===== config.mk =====
export PLATFORM = sky130hd
export DESIGN_NAME = stream_find_and_replace
export DESIGN_NICKNAME = d
export VERILOG_FILES = /design/src/hw/rtl/sfr_pkg.sv /design/src/hw/rtl/sfr_cell.sv /design/src/hw/rtl/sfr_window.sv /design/src/hw/rtl/stream_find_and_replace.sv
export SDC_FILE = /design/constraint.sdc
export NUM_CORES = 1
export LEC_CHECK = 0
export BUFFER_PORTS_ARGS = -buffer_cell sky130_fd_sc_hd__clkbuf_2
export CAP_MARGIN = 10
export CORE_MARGIN = 2
export CORE_UTILIZATION = 45
export DETAILED_ROUTE_END_ITERATION = 7
export HOLD_SLACK_MARGIN = 0.06
export PLACE_DENSITY = 0.73
export SLEW_MARGIN = 20
export SYNTH_ARGS = -nofsm -noshare
export SYNTH_HDL_FRONTEND = slang
export SYNTH_SLANG_ARGS = --single-unit

===== constraint.sdc =====
create_clock -name clk -period 3.95 [get_ports clk]
set_clock_uncertainty 0.2 [all_clocks]
set_input_delay 0.395 -clock clk [delete_from_list [all_inputs] [get_ports clk]]
set_output_delay 0.395 -clock clk [all_outputs]
set_load 0.1 [all_outputs]

===== src/hw/rtl/sfr_pkg.sv =====
// ----------------------------------------------------------------------------
// sfr_pkg: shared types and constants for the stream find-and-replace block
// Holds the register indexes, the control structs of the pending window and
// the sequencer phase codes.
// ----------------------------------------------------------------------------
package sfr_pkg;

    localparam int CFG_INDEX_W = 3;
    localparam int CFG_DATA_W  = 64;
    localparam int BYTE_W      = 8;
    localparam int PLEN_W      = 4;
    localparam int RLEN_W      = 6;

    localparam logic [CFG_INDEX_W-1:0] REG_PATTERN_BYTES      = 3'd0;
    localparam logic [CFG_INDEX_W-1:0] REG_PATTERN_LENGTH     = 3'd1;
    localparam logic [CFG_INDEX_W-1:0] REG_REPLACEMENT_WORD_0 = 3'd2;
    localparam logic [CFG_INDEX_W-1:0] REG_REPLACEMENT_LENGTH = 3'd6;

    // Controls for the whole window.
    typedef struct packed {
        logic shift;   // the oldest byte leaves, every cell takes its neighbor
        logic append;  // the incoming byte is written behind the pending bytes
    } win_ctrl_t;

    // Controls for one cell.
    typedef struct packed {
        logic shift;
        logic write;
    } cell_ctrl_t;

    typedef enum logic [2:0] {
        PH_HEAD  = 3'b001,
        PH_REPL  = 3'b010,
        PH_FLUSH = 3'b100
    } phase_t;

endpackage


===== src/hw/rtl/sfr_cell.sv =====
// ----------------------------------------------------------------------------
// sfr_cell: one byte of the pending window
// Holds a pending byte, takes the byte of its neighbor on a shift or the new
// text byte on a write, and compares both against its pattern byte.
// ----------------------------------------------------------------------------
module sfr_cell
    import sfr_pkg::*;
(
    input  logic              clk,
    input  cell_ctrl_t        ctrl,
    input  logic [BYTE_W-1:0] neighbor_byte,
    input  logic [BYTE_W-1:0] new_byte,
    input  logic [BYTE_W-1:0] pattern_byte,
    output logic [BYTE_W-1:0] held_byte,
    output logic              eq_held,
    output logic              eq_new
);

    logic [BYTE_W-1:0] byte_reg;

    always_ff @(posedge clk)
    begin
        if (ctrl.write)
        begin
            byte_reg <= new_byte;
        end
        else if (ctrl.shift)
        begin
            byte_reg <= neighbor_byte;
        end
    end

    assign held_byte = byte_reg;
    assign eq_held   = (byte_reg == pattern_byte);
    assign eq_new    = (new_byte == pattern_byte);

endmodule


===== src/hw/rtl/sfr_window.sv =====
// ----------------------------------------------------------------------------
// sfr_window: chain of cells holding the pending bytes, oldest in cell zero
// Shifts toward cell zero, writes the new byte behind the pending ones and
// combines the per-cell compares into one match flag.
// ----------------------------------------------------------------------------
module sfr_window
    import sfr_pkg::*;
#(
    parameter int PATTERN_MAX = 8,
    parameter int CW          = 4
)
(
    input  logic                               clk,
    input  win_ctrl_t                          ctrl,
    input  logic [CW-1:0]                      count,
    input  logic [CW-1:0]                      len_eff,
    input  logic [BYTE_W-1:0]                  new_byte,
    input  logic [PATTERN_MAX-1:0][BYTE_W-1:0] pattern,
    output logic [BYTE_W-1:0]                  oldest,
    output logic                               match
);

    logic [PATTERN_MAX-1:0][BYTE_W-1:0] held;
    logic [PATTERN_MAX-1:0]             eq_held;
    logic [PATTERN_MAX-1:0]             eq_new;
    logic [PATTERN_MAX-1:0]             pos_ok;
    logic [CW-1:0]                      target;

    // With a shift in the same cycle the new byte lands one place lower.
    assign target = ctrl.shift ? (count - CW'(1)) : count;

    for (genvar i = 0; i < PATTERN_MAX; i++)
    begin : g_cell
        cell_ctrl_t        cc;
        logic [BYTE_W-1:0] nb;

        assign cc.shift = ctrl.shift;
        assign cc.write = ctrl.append && (target == CW'(i));

        if (i == PATTERN_MAX - 1)
        begin : g_end
            assign nb = '0;
        end
        else
        begin : g_mid
            assign nb = held[i+1];
        end

        sfr_cell u_cell (
            .clk           (clk),
            .ctrl          (cc),
            .neighbor_byte (nb),
            .new_byte      (new_byte),
            .pattern_byte  (pattern[i]),
            .held_byte     (held[i]),
            .eq_held       (eq_held[i]),
            .eq_new        (eq_new[i])
        );

        // The new byte sits at position count once appended.
        always_comb
        begin
            if (CW'(i) >= len_eff)
            begin
                pos_ok[i] = 1'b1;
            end
            else if (CW'(i) < count)
            begin
                pos_ok[i] = eq_held[i];
            end
            else if (CW'(i) == count)
            begin
                pos_ok[i] = eq_new[i];
            end
            else
            begin
                pos_ok[i] = 1'b1;
            end
        end
    end

    assign oldest = held[0];
    assign match  = &pos_ok;

endmodule


===== src/hw/rtl/stream_find_and_replace.sv =====
// ----------------------------------------------------------------------------
// stream_find_and_replace: replaces every leftmost non-overlapping occurrence
// of a configured pattern in a byte stream with a configured replacement.
// ----------------------------------------------------------------------------
// Channel  | Direction | Payload
// s_axis   | in        | tdata[7:0] text byte, tlast end of text
// m_axis   | out       | tdata[7:0] output byte, tuser from replacement,
//          |           | tlast last output caused by its input
// cfg      | in        | cfg_index register index, cfg_data value
//
// A text byte that stays pending, emits one byte or matches with an empty
// replacement is finished at once, so such bytes stream at one per cycle
// while the output register is not stalled. Otherwise a text byte is held
// until every output byte it causes is emitted: the replacement on a match,
// plus the pending bytes on a flush at end of text or after the pattern was
// shortened. An end-of-text byte that is only appended is flushed afterwards.
// The output register stalls the sequencer; the input takes the next
// transaction in the cycle the current one finishes.
// Reset clears the window count and sets the registers to their defaults.
// ----------------------------------------------------------------------------
module stream_find_and_replace
    import sfr_pkg::*;
#(
    parameter int PATTERN_MAX = 8,
    parameter int REPLACE_MAX = 32
)
(
    input  logic                   clk,
    input  logic                   rst_n,

    input  logic                   s_axis_tvalid,
    output logic                   s_axis_tready,
    input  logic [7:0]             s_axis_tdata,   // [7:0] in_byte
    input  logic                   s_axis_tlast,   // end_of_text

    output logic                   m_axis_tvalid,
    input  logic                   m_axis_tready,
    output logic [7:0]             m_axis_tdata,   // [7:0] out_byte
    output logic                   m_axis_tuser,   // from_replacement
    output logic                   m_axis_tlast,   // run_last

    input  logic                   cfg_valid,
    output logic                   cfg_ready,
    input  logic [CFG_INDEX_W-1:0] cfg_index,
    input  logic [CFG_DATA_W-1:0]  cfg_data
);

    localparam int CW = $clog2(PATTERN_MAX + 1);
    localparam int RW = $clog2(REPLACE_MAX + 1);
    localparam int KW = (REPLACE_MAX > 1) ? $clog2(REPLACE_MAX) : 1;

    // Configuration registers.
    logic [PATTERN_MAX-1:0][BYTE_W-1:0] pattern_reg;
    logic [PLEN_W-1:0]                  plen_reg;
    logic [BYTE_W-1:0]                  repl_reg [REPLACE_MAX];
    logic [RLEN_W-1:0]                  rlen_reg;
    logic                               cfg_fire;

    assign cfg_ready = 1'b1;
    assign cfg_fire  = cfg_valid && cfg_ready;

    always_ff @(posedge clk or negedge rst_n)
    begin
        if (!rst_n)
        begin
            pattern_reg <= '0;
            plen_reg    <= PLEN_W'(1);
            rlen_reg    <= '0;
            for (int b = 0; b < REPLACE_MAX; b++)
            begin
                repl_reg[b] <= '0;
            end
        end
        else if (cfg_fire)
        begin
            if (cfg_index == REG_PATTERN_BYTES)
            begin
                for (int i = 0; i < PATTERN_MAX; i++)
                begin
                    pattern_reg[i] <= cfg_data[8*i +: 8];
                end
            end
            if (cfg_index == REG_PATTERN_LENGTH)
            begin
                plen_reg <= cfg_data[PLEN_W-1:0];
            end
            if (cfg_index == REG_REPLACEMENT_LENGTH)
            begin
                rlen_reg <= cfg_data[RLEN_W-1:0];
            end
            for (int b = 0; b < REPLACE_MAX; b++)
            begin
                if (cfg_index == (REG_REPLACEMENT_WORD_0 + CFG_INDEX_W'(b / 8)))
                begin
                    repl_reg[b] <= cfg_data[8*(b % 8) +: 8];
                end
            end
        end
    end

    logic [CW-1:0] len_eff;
    logic [RW-1:0] rlen_eff;

    assign len_eff  = (plen_reg > PLEN_W'(PATTERN_MAX)) ? CW'(PATTERN_MAX) : CW'(plen_reg);
    assign rlen_eff = (rlen_reg > RLEN_W'(REPLACE_MAX)) ? RW'(REPLACE_MAX) : RW'(rlen_reg);

    // Item register, sequencer state and output register.
    logic              item_valid_reg;
    logic [BYTE_W-1:0] item_byte_reg;
    logic              item_end_reg;
    phase_t            phase_reg, phase_next;
    logic [CW-1:0]     count_reg, count_next;
    logic              drained_reg, drained_next;
    logic [KW-1:0]     rep_idx_reg, rep_idx_next;

    logic              out_valid_reg;
    logic [BYTE_W-1:0] out_byte_reg;
    logic              out_rep_reg;
    logic              out_last_reg;

    win_ctrl_t         wctrl;
    logic [BYTE_W-1:0] oldest;
    logic              win_match;

    logic              emit;
    logic [BYTE_W-1:0] emit_byte;
    logic              emit_rep;
    logic              emit_last;
    logic              done;
    logic              adv;
    logic              go;
    logic              s_fire;
    logic [KW-1:0]     rep_sel;
    logic [BYTE_W-1:0] rep_byte;
    logic [CW-1:0]     cnt_inc;

    assign adv      = !out_valid_reg || m_axis_tready;
    assign rep_sel  = (phase_reg == PH_REPL) ? rep_idx_reg : '0;
    assign rep_byte = repl_reg[rep_sel];
    assign cnt_inc  = count_reg + CW'(1);

    always_comb
    begin
        emit         = 1'b0;
        emit_byte    = oldest;
        emit_rep     = 1'b0;
        emit_last    = 1'b0;
        done         = 1'b0;
        wctrl        = '0;
        count_next   = count_reg;
        phase_next   = phase_reg;
        drained_next = drained_reg;
        rep_idx_next = rep_idx_reg;

        if (item_valid_reg)
        begin
            case (phase_reg)
                PH_HEAD:
                begin
                    if (len_eff == '0)
                    begin
                        // Nothing can match: flush, then pass the byte through.
                        emit = 1'b1;
                        if (count_reg != '0)
                        begin
                            wctrl.shift = 1'b1;
                            count_next  = count_reg - CW'(1);
                        end
                        else
                        begin
                            emit_byte = item_byte_reg;
                            emit_last = 1'b1;
                            done      = 1'b1;
                        end
                    end
                    else if (count_reg >= len_eff)
                    begin
                        // The pattern was shortened while bytes were pending.
                        emit         = 1'b1;
                        wctrl.shift  = 1'b1;
                        count_next   = count_reg - CW'(1);
                        drained_next = 1'b1;
                    end
                    else if (cnt_inc == len_eff)
                    begin
                        if (!drained_reg && win_match)
                        begin
                            count_next = '0;
                            if (rlen_eff != '0)
                            begin
                                emit      = 1'b1;
                                emit_byte = rep_byte;
                                emit_rep  = 1'b1;
                                emit_last = (rlen_eff == RW'(1));
                                if (rlen_eff == RW'(1))
                                begin
                                    done = 1'b1;
                                end
                                else
                                begin
                                    phase_next   = PH_REPL;
                                    rep_idx_next = KW'(1);
                                end
                            end
                            else
                            begin
                                done = 1'b1;
                            end
                        end
                        else
                        begin
                            emit = 1'b1;
                            if (count_reg == '0)
                            begin
                                emit_byte = item_byte_reg;
                            end
                            else
                            begin
                                wctrl.shift  = 1'b1;
                                wctrl.append = 1'b1;
                            end
                            emit_last = !(item_end_reg && count_reg != '0);
                            if (item_end_reg && count_reg != '0)
                            begin
                                phase_next = PH_FLUSH;
                            end
                            else
                            begin
                                done = 1'b1;
                            end
                        end
                    end
                    else
                    begin
                        wctrl.append = 1'b1;
                        count_next   = cnt_inc;
                        if (item_end_reg)
                        begin
                            phase_next = PH_FLUSH;
                        end
                        else
                        begin
                            done = 1'b1;
                        end
                    end
                end

                PH_REPL:
                begin
                    emit      = 1'b1;
                    emit_byte = rep_byte;
                    emit_rep  = 1'b1;
                    emit_last = ((RW'(rep_idx_reg) + RW'(1)) == rlen_eff);
                    done      = emit_last;
                    rep_idx_next = rep_idx_reg + KW'(1);
                end

                PH_FLUSH:
                begin
                    emit        = 1'b1;
                    wctrl.shift = 1'b1;
                    count_next  = count_reg - CW'(1);
                    emit_last   = (count_reg == CW'(1));
                    done        = emit_last;
                end

                default:
                begin
                    phase_next = PH_HEAD;
                end
            endcase
        end

        if (done)
        begin
            phase_next   = PH_HEAD;
            drained_next = 1'b0;
        end
    end

    // Nothing moves while a byte is due and the output register is full.
    assign go            = !emit || adv;
    assign s_axis_tready = !item_valid_reg || (done && go);
    assign s_fire        = s_axis_tvalid && s_axis_tready;

    win_ctrl_t wctrl_go;
    assign wctrl_go.shift  = wctrl.shift && go;
    assign wctrl_go.append = wctrl.append && go;

    sfr_window #(
        .PATTERN_MAX (PATTERN_MAX),
        .CW          (CW)
    ) u_window (
        .clk      (clk),
        .ctrl     (wctrl_go),
        .count    (count_reg),
        .len_eff  (len_eff),
        .new_byte (item_byte_reg),
        .pattern  (pattern_reg),
        .oldest   (oldest),
        .match    (win_match)
    );

    always_ff @(posedge clk or negedge rst_n)
    begin
        if (!rst_n)
        begin
            item_valid_reg <= 1'b0;
            phase_reg      <= PH_HEAD;
            count_reg      <= '0;
            drained_reg    <= 1'b0;
            rep_idx_reg    <= '0;
            out_valid_reg  <= 1'b0;
        end
        else
        begin
            if (s_fire)
            begin
                item_valid_reg <= 1'b1;
            end
            else if (done && go)
            begin
                item_valid_reg <= 1'b0;
            end

            if (go)
            begin
                phase_reg   <= phase_next;
                count_reg   <= count_next;
                drained_reg <= drained_next;
                rep_idx_reg <= rep_idx_next;
            end

            if (emit && adv)
            begin
                out_valid_reg <= 1'b1;
            end
            else if (m_axis_tready)
            begin
                out_valid_reg <= 1'b0;
            end
        end
    end

    always_ff @(posedge clk)
    begin
        if (s_fire)
        begin
            item_byte_reg <= s_axis_tdata;
            item_end_reg  <= s_axis_tlast;
        end
        if (emit && adv)
        begin
            out_byte_reg <= emit_byte;
            out_rep_reg  <= emit_rep;
            out_last_reg <= emit_last;
        end
    end

    assign m_axis_tvalid = out_valid_reg;
    assign m_axis_tdata  = out_byte_reg;
    assign m_axis_tuser  = out_rep_reg;
    assign m_axis_tlast  = out_last_reg;

endmodule


==> impl_summary.md <==
Status
The flow ran to the end, but the final reports show violations. The checks that failed: negative setup slack.

Placement
Routability-driven placement finished with a final weighted congestion of 0.947. The post-placement worst setup slack is -0.0496 ns. Summing all placed instances gives a cell area of 0.0237 sq mm.

Once detailed placement completed, the half-perimeter wirelength came to 41.4 mm. The number of buffers added on ports is 92.

Detailed routing
In the final routed layout, each cell accounts on average for 23.4 um. Before antenna repair, the detailed router went through 5 iterations. The count of nets left with antenna violations once routing finished came out at 0. After detailed routing, the number of remaining DRC violations is 0. The detailed router finished its first iteration with 1,290 violations. The wire length reported by the detailed router is 61.7 mm. The number of vias after detailed routing is 15,600. The post-detailed-route via-to-cell ratio is 5.94.

Clock tree
TritonCTS built the clock tree. The tree is rooted in a clkbuf_16. The number of buffers inserted during clock tree synthesis is 45. The TritonCTS sink count is 428. The CTS H-tree depth is 2. Clock latency on the worst-skew pair, taken at its later pin, is 0.59 ns. After clock tree synthesis, the clock-pin slew on the worst setup and hold paths is 0.06 ns. The clock tree buffer depth is 3.

Synth
The synthesized design contains 428 register bits. The synthesized netlist contains 79 unique library cells. The share of the synthesized area in the top cell type is 0.399. The mean post-synth cell area is 12.6 sq um. The Yosys step of the flow raised 0 warnings.

The number of enable-type register cells in the synthesized netlist is 83. The async set-or-reset flop fraction in the synthesized netlist is 0.806. The number of instances in the synthesized netlist is 1,704.

The cell area after synthesis is 0.0215 sq mm. The library cell occupying the most area in the post-synthesis netlist is dfrtp_1. In the synthesized netlist the dominant register cell turns out to be dfrtp_1. The number of nets produced by synthesis is 1,795.

By area the synthesized netlist is led by dfrtp_1 40%, mux2_2 20%, edfxtp_1 12%. Of the synthesized area, sequential elements account for 0.517.

Die
From bottom edge to top edge, the die measures 223 um. The number of top-level design ports is 94. The die covers 0.0496 sq mm.

For this configuration, the core starts out at a cell density of 0.454. The floorplan core area is 0.0474 sq mm. The floorplan die width is 223 um. After floorplanning, the core was divided into 80 placement rows.

GRT
The number of antenna violations at the first check in global routing is 1. The number of global-route vias before repair came to 16,100. The wire length of the first global-routing pass is 95.0 mm.

Entering global routing, the biggest net connects 99 pins. Summed over all layers, the global routing overflow is 0. In the global route stage, overall resource usage came out at 0.248.

Timing
The final worst-path cycle share is 1.08. In this run the tightest slew margin relative to its limit is 0.335. Setup total negative slack on the finished layout was measured at -1.75 ns. The max-slew violation count is 0.

Setup repair after global routing could not meet its margin everywhere. The slew of the pin with the lowest slew margin is 0.992 ns. The post-route minimum period is 4.28 ns. The hold violation count in the final report is 0.

Timing would allow up to 234 MHz. Across all setup checks in the final design, the least slack found is -0.329 ns. Setup violations remaining at the end of the flow were counted as 34.

Worst setup path
The worst register-to-register path begins at item_byte_reg[7]$_DFFE_PP_. In this run the worst setup path begins at item_byte_reg[7]$_DFFE_PP_. In this run the worst path has a maximum fanout of 6.

The data arrival time at the worst-slack endpoint is 3.68 ns. The worst setup path is of the reg2out kind. The endpoint identified for the worst register-to-register timing path is u_window.g_cell[5].u_cell.held_byte[3]$_DFFE_PP_. For flop-to-flop paths, the worst setup slack is -0.07 ns. The number of cells on the worst reg-to-reg path is 17. The type of element launching the critical path is a register. The worst setup path is captured at an output pin. The required time at the endpoint of the critical path is 3.36 ns.

Min path
The worst hold path terminates at pattern_reg[2]$_DFFE_PN0P_. The worst hold path belongs to the class in2reg. The worst hold path was traced through 2 stages. In this run the most critical hold path is launched from cfg_data[2].

Cells and area
0 antenna diodes ended up in the layout. The area growth from synthesis to layout is 25.0%. The combined area of the multi-input logic cells is 0.0104 sq mm. The flip-flop and latch area is 0.0111 sq mm.

The flip-flop count of the largest register, all copies and words added is 256. After filler insertion, the fill cell instance count of the layout stands at 3,814. In the final layout, the share of cells above drive strength 1 is 0.414. The final standard cell area without fillers is 0.0269 sq mm. After the last flow step, the layout net total stands at 2,075.

Power and ir drop
The ratio of total power to cell area is 668 mW/mm^2. For this design the static power due to leakage is 0.0109 uW. Across the VDD grid, the largest voltage drop is 349 uV.

Job
Max-cap violations in this run came to 0.
[placed cells by master, fill, tap and decap left out, types with 12 or more instances in the layout]
master	count
mux2i_1	36
dlygate4sd3_1	72
clkbuf_16	48
dfrtp_1	341
clkbuf_2	90
buf_6	15
clkbuf_8	14
xor2_1	67
a311oi_1	23
mux2_2	376
nor2_1	24
xnor2_1	67
o21ai_0	21
edfxtp_1	83
nand2_1	99
and2_1	15
mux2_4	12
buf_12	27
nor2b_1	22
nand4_1	21
a211oi_1	19
a21oi_1	15
a221oi_1	65
nor4_1	18
buf_4	144
nor3_1	60
[through the flow]
stage | cells | util | hold WS [ns] | power (uW)
2_1_floorplan | 1704 | - | -0.101 | 10700
3_3_place_gp | 2435 | 0.499 | 0.266 | 12500
3_5_place_dp | 2435 | 0.499 | 0.276 | 12700
4_1_cts | 2617 | 0.557 | 0.0693 | 17500
5_1_grt | 2635 | 0.567 | 0.0735 | 18800
6_report | 2635 | 0.567 | 0.0794 | 18000
[per-layer routing]
layer | vias up | part of all wire | global-route usage
met5 | - | 0.00021 | 0
met4 | 2 | 0.044 | 0.113
met3 | 156 | 0.068 | 0.0506
met2 | 574 | 0.47 | 0.400
met1 | 7974 | 0.42 | 0.323
li1 | 6943 | - | -
[cell families (layout without fill, tap and decap cells)]
logic type / count (synthesis) / count (layout) / share of synthesized area
AOI/OAI and AO/OA: 236 / 237 / 0.0854
xor gates and xnor gates: 140 / 140 / 0.0570
adders and majority gates: 10 / 10 / 0.00581
buffers and inverters: 126 / 441 / 0.0240
DFF: 428 / 428 / 0.517
muxes: 432 / 432 / 0.228
other: 1 / 1 / 0.000174
and+or+nand+nor: 331 / 331 / 0.0826
[area by class of cell]
type                       count  share of cell area
sequential                   428               0.414
multi-input combinational   1151               0.385
timing repair buffer         352               0.113
clock buffer                  69              0.0520
tap                          615              0.0286
clock inverter                14             0.00665
inverter                       6            0.000837
[where the power goes]
| part | switching, uW | internal, uW |
|---|---|---|
| Clock | 1760 | 2700 |
| Sequential | 1000 | 6080 |
| Combinational | 3420 | 3010 |
| Total | 6180 | 11800 |
[cells in the mapped netlist, types with 24 or more instances]
library cell and number:
mux2i_1 36, o21ai_0 25, clkbuf_1 91, dfrtp_1 343
mux2_2 388, nor3_1 65, a221oi_1 66, xnor2_1 73
edfxtp_1 83, nor2_1 25, xor2_1 67, nor2b_1 24
nand2_1 101
[what timing repair did]
action / 4_1_cts / 5_1_grt
hold buffers: 72 / 0
resized for setup: 37 / 70
buffers inserted: 27 / 19
gates cloned: 2 / 3
setup endpoints to repair: 68 / 146
endpoints found under the hold margin: 398 / 0
pin swaps: 22 / 12
[critical path, stage by stage (launching register included)]
cell,delay (ns)
edfxtp_1,0.42
buf_12,0.18
buf_4,0.16
xor2_1,0.17
nor4_2,0.31
a211oi_1,0.12
nor3_1,0.25
nand4_1,0.29
o211ai_1,0.37
o2111ai_4,0.17
a21oi_2,0.18
o211ai_1,0.14
nand2_2,0.13
buf_12,0.18
[how the worst max path moves through the flow]
| stage | endpoint | slack, ns | cells past startpoint |
|---|---|---|---|
| 2_1_floorplan | u_window.g_cell[0].u_cell.held_byte[0]$_DFFE_PP_ | 0.03 | 13 |
| 3_3_place_gp | u_window.g_cell[2].u_cell.held_byte[3]$_DFFE_PP_ | -0.02 | 13 |
| 3_5_place_dp | u_window.g_cell[2].u_cell.held_byte[5]$_DFFE_PP_ | -0.05 | 13 |
| 4_1_cts | s_axis_tready | -0.28 | 13 |
| 5_1_grt | s_axis_tready | -0.49 | 13 |
| 6_report | s_axis_tready | -0.33 | 13 |
Power figures use the tool's default switching activity.
